===== src/rtl/lkd_pkg.sv =====
package lkd_pkg;

	localparam int unsigned WORD_W    = 32;
	localparam int unsigned BYTE_W    = 8;
	localparam int unsigned SHIFT_W   = 5;
	localparam int unsigned MODE_W    = 3;
	localparam int unsigned CFG_IDX_W = 3;
	localparam int unsigned CFG_DATA_W = 64;
	localparam int unsigned OFFSET_W  = 32;

	localparam logic [BYTE_W-1:0] FEEDBACK_START = 8'h59;

	localparam logic CMD_DECRYPT = 1'b0;
	localparam logic CMD_SEEK    = 1'b1;

	typedef enum logic [MODE_W-1:0] {
		MODE_NONE      = 3'd0,
		MODE_SINGLE    = 3'd1,
		MODE_FEEDBACK  = 3'd2,
		MODE_DUAL      = 3'd3,
		MODE_DUAL_EVEN = 3'd4
	} mode_t;

	typedef enum logic [CFG_IDX_W-1:0] {
		REG_MODE      = 3'd0,
		REG_PRI_MUL   = 3'd1,
		REG_PRI_INC   = 3'd2,
		REG_PRI_SHIFT = 3'd3,
		REG_SEC_MUL   = 3'd4,
		REG_SEC_INC   = 3'd5,
		REG_SEC_SHIFT = 3'd6,
		REG_SEEDS     = 3'd7
	} cfg_reg_t;

	typedef struct packed {
		logic [MODE_W-1:0]     mode;
		logic [WORD_W-1:0]     pri_mul;
		logic [WORD_W-1:0]     pri_inc;
		logic [SHIFT_W-1:0]    pri_shift;
		logic [WORD_W-1:0]     sec_mul;
		logic [WORD_W-1:0]     sec_inc;
		logic [SHIFT_W-1:0]    sec_shift;
		logic [CFG_DATA_W-1:0] seeds;
	} cfg_t;

	typedef struct packed {
		logic [WORD_W-1:0] a;
		logic [WORD_W-1:0] b;
		logic [WORD_W-1:0] c;
	} mac_op_t;

	typedef enum logic [3:0] {
		ST_IDLE,
		ST_PRI,
		ST_SEC,
		ST_JAI,
		ST_JAM,
		ST_JINC,
		ST_JMUL,
		ST_JFIN,
		ST_OUT
	} state_t;

endpackage


===== src/rtl/lkd_cfg.sv =====
module lkd_cfg
	import lkd_pkg::*;
(
	input  logic                  clk,
	input  logic                  arst_n,
	input  logic                  cfg_valid,
	output logic                  cfg_ready,
	input  logic [CFG_IDX_W-1:0]  cfg_index,
	input  logic [CFG_DATA_W-1:0] cfg_data,
	output cfg_t                  cfg
);

	cfg_t cfg_q;

	assign cfg_ready = 1'b1;
	assign cfg       = cfg_q;

	always_ff @(posedge clk or negedge arst_n) begin
		if (!arst_n) begin
			cfg_q.mode      <= MODE_NONE;
			cfg_q.pri_mul   <= 32'd1;
			cfg_q.pri_inc   <= '0;
			cfg_q.pri_shift <= 5'd24;
			cfg_q.sec_mul   <= 32'd1;
			cfg_q.sec_inc   <= '0;
			cfg_q.sec_shift <= 5'd24;
			cfg_q.seeds     <= '0;
		end else if (cfg_valid && cfg_ready) begin
			unique case (cfg_reg_t'(cfg_index))
				REG_MODE:      cfg_q.mode      <= cfg_data[MODE_W-1:0];
				REG_PRI_MUL:   cfg_q.pri_mul   <= cfg_data[WORD_W-1:0];
				REG_PRI_INC:   cfg_q.pri_inc   <= cfg_data[WORD_W-1:0];
				REG_PRI_SHIFT: cfg_q.pri_shift <= cfg_data[SHIFT_W-1:0];
				REG_SEC_MUL:   cfg_q.sec_mul   <= cfg_data[WORD_W-1:0];
				REG_SEC_INC:   cfg_q.sec_inc   <= cfg_data[WORD_W-1:0];
				REG_SEC_SHIFT: cfg_q.sec_shift <= cfg_data[SHIFT_W-1:0];
				REG_SEEDS:     cfg_q.seeds     <= cfg_data;
				default: ;
			endcase
		end
	end

endmodule


===== src/rtl/lkd_mac.sv =====
module lkd_mac
	import lkd_pkg::*;
(
	input  mac_op_t           op,
	output logic [WORD_W-1:0] y
);

	logic [2*WORD_W-1:0] prod;

	assign prod = op.a * op.b;
	assign y    = prod[WORD_W-1:0] + op.c;

endmodule


===== src/rtl/lcg_keystream_byte_decryptor_unit.sv =====
// byte stream decryptor keyed by one or two 32-bit linear congruential generators
// input stream: s_tdata carries the ciphertext byte and the seek offset, s_tuser
// says whether the transfer is a decrypt or a seek and flags the first byte of a buffer
// output stream: one result per input transfer, plaintext byte plus seek error flag
// config channel: register index and 64-bit data, always ready, write only while idle
// one shared 32x32 multiply-add unit does every generator step under a sequencer
// a decrypt steps through ST_PRI, then ST_SEC with two generators, then ST_OUT;
// pass-through bytes go straight to ST_OUT; the next transfer is taken once the result is registered
// a seek runs square-and-multiply per generator: ST_JAI, ST_JAM, ST_JINC and ST_JMUL for
// each set offset bit and ST_JINC, ST_JMUL for each clear bit up to the highest set one,
// plus one final ST_JFIN step (both generators in dual modes)
// reset clears the generator states, loads 0x59 as feedback byte and even parity
// a stalled receiver holds the output register; one more item may be taken and
// finished meanwhile, then the sequencer waits for the output register to free up
module lcg_keystream_byte_decryptor_unit
	import lkd_pkg::*;
(
	input  logic                  clk,
	input  logic                  arst_n,
	input  logic                  s_tvalid,
	output logic                  s_tready,
	input  logic [39:0]           s_tdata,  // data_in, seek_offset
	input  logic [1:0]            s_tuser,  // command, buffer_start
	output logic                  m_tvalid,
	input  logic                  m_tready,
	output logic [7:0]            m_tdata,  // data_out
	output logic [0:0]            m_tuser,  // seek_error
	input  logic                  cfg_valid,
	output logic                  cfg_ready,
	input  logic [CFG_IDX_W-1:0]  cfg_index,
	input  logic [CFG_DATA_W-1:0] cfg_data
);

	cfg_t cfg;
	mac_op_t mac_op;
	logic [WORD_W-1:0] mac_y;

	state_t state_q, state_d;
	logic [WORD_W-1:0] st_p_q, st_s_q;
	logic [BYTE_W-1:0] prev_q;
	logic odd_q, gen_q, dual_q, out_valid_q;
	logic [WORD_W-1:0] acc_mul_q, acc_inc_q, jm_q, ji_q;
	logic [OFFSET_W-2:0] off_q, off_save_q;
	logic [BYTE_W-1:0] res_data_q, out_data_q;
	logic res_err_q, out_err_q;

	logic accept_in, cmd, bstart, odd_eff, single_now, dual_now, jump_mode, out_free;
	logic [BYTE_W-1:0] din, prev_eff, key_p, key_s, dec_byte;
	logic [OFFSET_W-1:0] offset;
	logic [WORD_W-1:0] seed_p, seed_s, sh_p, sh_s;

	lkd_cfg u_cfg (
		.clk       (clk),
		.arst_n    (arst_n),
		.cfg_valid (cfg_valid),
		.cfg_ready (cfg_ready),
		.cfg_index (cfg_index),
		.cfg_data  (cfg_data),
		.cfg       (cfg)
	);

	lkd_mac u_mac (
		.op (mac_op),
		.y  (mac_y)
	);

	function automatic state_t jump_entry(input logic [OFFSET_W-2:0] off);
		state_t s;
		if (off == '0) begin
			s = ST_JFIN;
		end else if (off[0]) begin
			s = ST_JAI;
		end else begin
			s = ST_JINC;
		end
		return s;
	endfunction

	assign s_tready  = (state_q == ST_IDLE);
	assign accept_in = s_tvalid && s_tready;
	assign cmd       = s_tuser[0];
	assign bstart    = s_tuser[1];
	assign din       = s_tdata[7:0];
	assign offset    = s_tdata[39:8];
	assign seed_p    = cfg.seeds[WORD_W-1:0];
	assign seed_s    = cfg.seeds[CFG_DATA_W-1:WORD_W];
	assign out_free  = !out_valid_q || m_tready;

	assign prev_eff   = bstart ? FEEDBACK_START : prev_q;
	assign odd_eff    = bstart ? 1'b0 : odd_q;
	assign sh_p       = st_p_q >> cfg.pri_shift;
	assign sh_s       = st_s_q >> cfg.sec_shift;
	assign key_p      = sh_p[BYTE_W-1:0];
	assign key_s      = sh_s[BYTE_W-1:0];
	assign single_now = (cfg.mode == MODE_SINGLE) || (cfg.mode == MODE_FEEDBACK);
	assign dual_now   = (cfg.mode == MODE_DUAL) || (cfg.mode == MODE_DUAL_EVEN && !odd_eff);
	assign jump_mode  = (cfg.mode == MODE_SINGLE) || (cfg.mode == MODE_DUAL)
		|| (cfg.mode == MODE_DUAL_EVEN);
	assign dec_byte   = din ^ (single_now ? key_p : '0)
		^ ((cfg.mode == MODE_FEEDBACK) ? prev_eff : '0)
		^ (dual_now ? (key_p ^ key_s) : '0);

	always_ff @(posedge clk or negedge arst_n) begin
		if (!arst_n) begin
			state_q <= ST_IDLE;
		end else begin
			state_q <= state_d;
		end
	end

	always_comb begin
		state_d = state_q;
		mac_op  = '0;
		unique case (state_q)
			ST_IDLE: begin
				if (accept_in) begin
					if (cmd == CMD_DECRYPT) begin
						state_d = (single_now || dual_now) ? ST_PRI : ST_OUT;
					end else if (jump_mode && !offset[OFFSET_W-1]) begin
						state_d = jump_entry(offset[OFFSET_W-2:0]);
					end else begin
						state_d = ST_OUT;
					end
				end
			end
			ST_PRI: begin
				mac_op  = '{a: st_p_q, b: cfg.pri_mul, c: cfg.pri_inc};
				state_d = dual_q ? ST_SEC : ST_OUT;
			end
			ST_SEC: begin
				mac_op  = '{a: st_s_q, b: cfg.sec_mul, c: cfg.sec_inc};
				state_d = ST_OUT;
			end
			ST_JAI: begin
				mac_op  = '{a: ji_q, b: acc_mul_q, c: acc_inc_q};
				state_d = ST_JAM;
			end
			ST_JAM: begin
				mac_op  = '{a: acc_mul_q, b: jm_q, c: '0};
				state_d = ST_JINC;
			end
			ST_JINC: begin
				mac_op  = '{a: ji_q, b: jm_q, c: ji_q};
				state_d = ST_JMUL;
			end
			ST_JMUL: begin
				mac_op  = '{a: jm_q, b: jm_q, c: '0};
				state_d = jump_entry(off_q >> 1);
			end
			ST_JFIN: begin
				mac_op  = '{a: acc_mul_q, b: (gen_q ? seed_s : seed_p), c: acc_inc_q};
				state_d = (!gen_q && dual_q) ? jump_entry(off_save_q) : ST_OUT;
			end
			ST_OUT: begin
				if (out_free) begin
					state_d = ST_IDLE;
				end
			end
			default: state_d = ST_IDLE;
		endcase
	end

	// architectural and control state
	always_ff @(posedge clk or negedge arst_n) begin
		if (!arst_n) begin
			st_p_q      <= '0;
			st_s_q      <= '0;
			prev_q      <= FEEDBACK_START;
			odd_q       <= 1'b0;
			gen_q       <= 1'b0;
			dual_q      <= 1'b0;
			out_valid_q <= 1'b0;
		end else begin
			if (m_tvalid && m_tready && state_q != ST_OUT) begin
				out_valid_q <= 1'b0;
			end
			unique case (state_q)
				ST_IDLE: begin
					if (accept_in) begin
						gen_q <= 1'b0;
						if (cmd == CMD_DECRYPT) begin
							prev_q <= din;
							odd_q  <= !odd_eff;
							dual_q <= dual_now;
						end else begin
							dual_q <= (cfg.mode == MODE_DUAL) || (cfg.mode == MODE_DUAL_EVEN);
							if (jump_mode && offset[OFFSET_W-1]) begin
								st_p_q <= seed_p;
								if (cfg.mode != MODE_SINGLE) begin
									st_s_q <= seed_s;
								end
							end
						end
					end
				end
				ST_PRI: st_p_q <= mac_y;
				ST_SEC: st_s_q <= mac_y;
				ST_JFIN: begin
					if (gen_q) begin
						st_s_q <= mac_y;
					end else begin
						st_p_q <= mac_y;
					end
					if (!gen_q && dual_q) begin
						gen_q <= 1'b1;
					end
				end
				ST_OUT: begin
					if (out_free) begin
						out_valid_q <= 1'b1;
					end
				end
				default: ;
			endcase
		end
	end

	// square-and-multiply working registers and result payload
	always_ff @(posedge clk) begin
		unique case (state_q)
			ST_IDLE: begin
				if (accept_in) begin
					res_err_q  <= (cmd == CMD_SEEK) && (cfg.mode == MODE_FEEDBACK);
					res_data_q <= (cmd == CMD_SEEK) ? '0 : dec_byte;
					acc_mul_q  <= 32'd1;
					acc_inc_q  <= '0;
					jm_q       <= cfg.pri_mul;
					ji_q       <= cfg.pri_inc;
					off_q      <= offset[OFFSET_W-2:0];
					off_save_q <= offset[OFFSET_W-2:0];
				end
			end
			ST_JAI:  acc_inc_q <= mac_y;
			ST_JAM:  acc_mul_q <= mac_y;
			ST_JINC: ji_q      <= mac_y;
			ST_JMUL: begin
				jm_q  <= mac_y;
				off_q <= off_q >> 1;
			end
			ST_JFIN: begin
				if (!gen_q && dual_q) begin
					acc_mul_q <= 32'd1;
					acc_inc_q <= '0;
					jm_q      <= cfg.sec_mul;
					ji_q      <= cfg.sec_inc;
					off_q     <= off_save_q;
				end
			end
			ST_OUT: begin
				if (out_free) begin
					out_data_q <= res_data_q;
					out_err_q  <= res_err_q;
				end
			end
			default: ;
		endcase
	end

	assign m_tvalid   = out_valid_q;
	assign m_tdata    = out_data_q;
	assign m_tuser[0] = out_err_q;

	a_busy_after_transfer: assert property (@(posedge clk) disable iff (!arst_n)
		s_tvalid && s_tready |=> !s_tready)
		else $error("input taken again right after a transfer");

	a_error_only_feedback: assert property (@(posedge clk) disable iff (!arst_n)
		m_tvalid && m_tuser[0] |-> cfg.mode == MODE_FEEDBACK)
		else $error("seek error flagged outside feedback mode");

	a_hold_on_stall: assert property (@(posedge clk) disable iff (!arst_n)
		state_q == ST_OUT && out_valid_q && !m_tready |=> state_q == ST_OUT)
		else $error("result loaded over a pending output");

endmodule


===== config.mk =====
export PLATFORM = sky130hd
export DESIGN_NAME = lcg_keystream_byte_decryptor_unit
export DESIGN_NICKNAME = d
export VERILOG_FILES = /design/src/rtl/lkd_pkg.sv /design/src/rtl/lkd_cfg.sv /design/src/rtl/lkd_mac.sv /design/src/rtl/lcg_keystream_byte_decryptor_unit.sv
export SDC_FILE = /design/constraint.sdc
export NUM_CORES = 2
export LEC_CHECK = 0
export ABC_AREA = 1
export BUFFER_PORTS_ARGS = -buffer_cell sky130_fd_sc_hd__buf_2
export CORE_MARGIN = 2
export CORE_UTILIZATION = 60
export DETAILED_ROUTE_END_ITERATION = 8
export PLACE_DENSITY = 0.86
export SLEW_MARGIN = 20
export SYNTH_ARGS = -nofsm -noshare
export SYNTH_HDL_FRONTEND = slang
export SYNTH_SLANG_ARGS = --single-unit

===== constraint.sdc =====
create_clock -name clk -period 15.5 [get_ports clk]
set_clock_uncertainty 0.1 [all_clocks]
set_input_delay 3.875 -clock clk [delete_from_list [all_inputs] [get_ports clk]]
set_output_delay 3.875 -clock clk [all_outputs]
set_load 0.02 [all_outputs]

==> flow_metrics.env <==
export IMPL_status="complete, no violations"
export IMPL_track_usage=0.407
export IMPL_synth_area_per_cell_sq_um=7.69
export IMPL_crit_family="adder cells"
export IMPL_synth_top_area_cell="fa_1"
export IMPL_vias=40700
export IMPL_areaGrowthSynthToFinish_pct=7.02
export IMPL_final_layout_size_suffix_gt1_frac=0.0634
export IMPL_nFillCells=6016
export IMPL_hpwlAfterDp_mm=106
export IMPL_drt_first_pass_iters=9
export IMPL_start_util=0.604
export IMPL_cts_max_level=2
export IMPL_ir_worst_vdd_uv=291
export IMPL_cts_buffers=52
export IMPL_post_cts_buffers=0
export IMPL_total_power_uw=5770
export IMPL_crit_type="flip-flop to flip-flop"
export IMPL_layout_nets=6372
export IMPL_worst_path_most_repeated_cell="fa_1"
export IMPL_power_net_switching_uw=2590
export IMPL_multi_input_area_sq_um=25100
export IMPL_grt_overflow_total=0
export IMPL_holdWs_ps=323
export IMPL_holdCritPathClass="flip-flop to flip-flop"
export IMPL_grt_max_degree=88
export IMPL_seqCellArea_sq_um=13400
export IMPL_required_ps=15890
export IMPL_die_area_sq_um=75500
export IMPL_insertion_delay_ps=650
export IMPL_synthArstFlopShare=0.579
export IMPL_synthTopCellsByArea="fa_1 (20%), dfrtp_1 (16%), edfxtp_1 (14%)"
export IMPL_fin_crit_sh=0.677
export IMPL_antenna_found_initial=3
export IMPL_power_density_nw_per_um2=123
export IMPL_drt_wirelength_per_cell_um=22.5
export IMPL_cap_viol_max_count=0
export IMPL_ys_seq_area_frac=0.304
export IMPL_die_h_um=275
export IMPL_synth_fp_nets=6398
export IMPL_rows=99
export IMPL_drtIter0Drc=5829
export IMPL_worstSetupStartpointType="flip-flop"
export IMPL_place_gp_congestion=1.02
export IMPL_leakage_uw=0.0247
export IMPL_worstMarginPinSlew_ps=1240
export IMPL_clockPowerShare=0.226
export IMPL_final_core_util=0.646
export IMPL_clockRootBuffer="clkbuf_16"
export IMPL_cts_hold_buffers=0
export IMPL_cts_resized_gates=0
export IMPL_slowest_stage="nand2_1"
export IMPL_pwr_share_seq=0.384
export IMPL_vias_per_cell=6.07
export IMPL_fin_tns_setup_ps=0
export IMPL_path_buf_inv=9
export IMPL_swShare=0.449
export IMPL_ys_ff_latch=492
export IMPL_first_global_vias=40700
export IMPL_yosys_top_cells_count="nand2_1 (1,649), inv_1 (1,181), o21ai_0 (468), fa_1 (438), nor2_1 (309)"
export IMPL_worst_setup_path_end_kind="flip-flop"
export IMPL_setup_viol=0
export IMPL_hold_viol_final=0
export IMPL_io_buffers=124
export IMPL_power_internal_uw=3180
export IMPL_drv_slew=0
export IMPL_grt_pass1_wl_mm=232
export IMPL_cts_sinks=492
export IMPL_clk_pin_slew_worst_paths_ps=70
export IMPL_rsz0062_at_grt="false"
export IMPL_ant_nets=0
export IMPL_cts_path_max_buffers=3
export IMPL_synth_edf_count=207
export IMPL_cts_tree="yes"
export IMPL_ios=126
export IMPL_power_frac_comb=0.390
export IMPL_routed_wl_mm=151
export IMPL_syn_inst=5722
export IMPL_synth_area_sq_um=44000
export IMPL_max_freq_mhz=95.3
export IMPL_drc=0
export IMPL_yosys_most_used_dff="dfrtp_1"
export IMPL_coreArea_sq_um=72800
export IMPL_synth_top_cell_area_share=0.199
export IMPL_fin_crit_ps=10500
export IMPL_yosysWarnings=0
export IMPL_fp_dieW_um=275
export IMPL_slowest_delay_ps=840
export IMPL_max_slew_margin=0.168
export IMPL_crit_arrival_ps=10890
export IMPL_yosysMostFrequentCell="nand2_1"
export IMPL_ys_types=56
export IMPL_critPathMaxFanout=39
==> cells by family after synthesis <==
logic type                 count (synthesis)  share of synthesized area
AOI/OAI and AO/OA                        805                      0.106
xor gates and xnor gates                  58                     0.0115
adders and majority gates                562                      0.235
buffers and inverters                   1478                      0.129
DFF                                      492                      0.304
muxes                                     25                    0.00594
other                                      1                  0.0000852
and+or+nand+nor                         2301                      0.210
==> final cells by class <==
cell class / instances / share of cell area
antenna: 2 / 0.000106
clock buffer: 73 / 0.0313
clock inverter: 25 / 0.00574
inverter: 1202 / 0.0958
multi-input combinational: 3752 / 0.533
sequential: 492 / 0.284
tap: 959 / 0.0255
timing repair buffer: 196 / 0.0251
==> power by group through the flow <==
stage               registers, uW  logic (uW)  clock network [uW]
CTS                          2190        2140                1290
finish                       2220        2250                1300
detailed placement           2210        2120                   0
global route                 2250        2380                1340
global placement             2200        2080                   0
floorplan                    2120        1330                   0
==> cells in the final DEF (no fill, tap or decap), drive strengths merged, types with 22 or more instances in the layout <==
cell type and instances:
a21oi 115, buf 196, clkbuf 73, clkinv 29, dfrtp 275, edfxtp 207
fa 438, ha 124, inv 1193, nand2 1671, nand3 248, nor2 314
nor4 22, o211ai 68, o21ai 479, o221ai 49, xnor2 33, xor2 25
==> state kept, by name (all words and copies together), names as in the netlist <==
signal	flops
acc_mul_q	32
m_tvalid	1
m_tdata	8
off_q	30
res_err_q	1
jm_q	32
st_s_q	32
st_p_q	32
m_tuser	1
prev_q	8
dual_q	1
odd_q	1
res_data_q	8
ji_q	32
gen_q	1
acc_inc_q	32
off_save_q	31
state_q	4
u_cfg.cfg	205
==> per-layer routing <==
metal,GRT usage,wire length (um)
met5,0.0100,95
met4,0.289,13300
met3,0.126,22100
met2,0.601,63500
met1,0.508,51600
==> metrics by stage <==
stage / setup slack, ps / instances / instance area [sq um]
after global placement: 5530 / 6600 / 45300
after floorplan: 7330 / 5722 / 44000
after CTS: 5300 / 6699 / 47100
after detailed placement: 5360 / 6601 / 45300
final: 5000 / 6701 / 47100
after global routing: 4610 / 6699 / 47100
==> worst paths after layout <==
| path | endpoint | slack (ps) | startpoint | cells after the start |
|---|---|---|---|---|
| min | m_tdata[0]$_DFFE_PP_ | 320 | res_data_q[0]$_SDFFCE_PP0P_ | 0 |
| min in group asynchronous | u_cfg.cfg[66]$_DFFE_PN0P_ | 3130 | arst_n | 1 |
| max | st_s_q[29]$_DFFE_PN0P_ | 5000 | state_q[2]$_DFFE_PN0P_ | 34 |
| max in group asynchronous | u_cfg.cfg[157]$_DFFE_PN0P_ | 9810 | arst_n | 3 |
| max reg2reg | st_s_q[29]$_DFFE_PN0P_ | 5000 | state_q[2]$_DFFE_PN0P_ | 34 |
| min reg2reg | m_tdata[0]$_DFFE_PP_ | 320 | res_data_q[0]$_SDFFCE_PP0P_ | 0 |
Note: power is estimated with default switching activity, not from simulation.
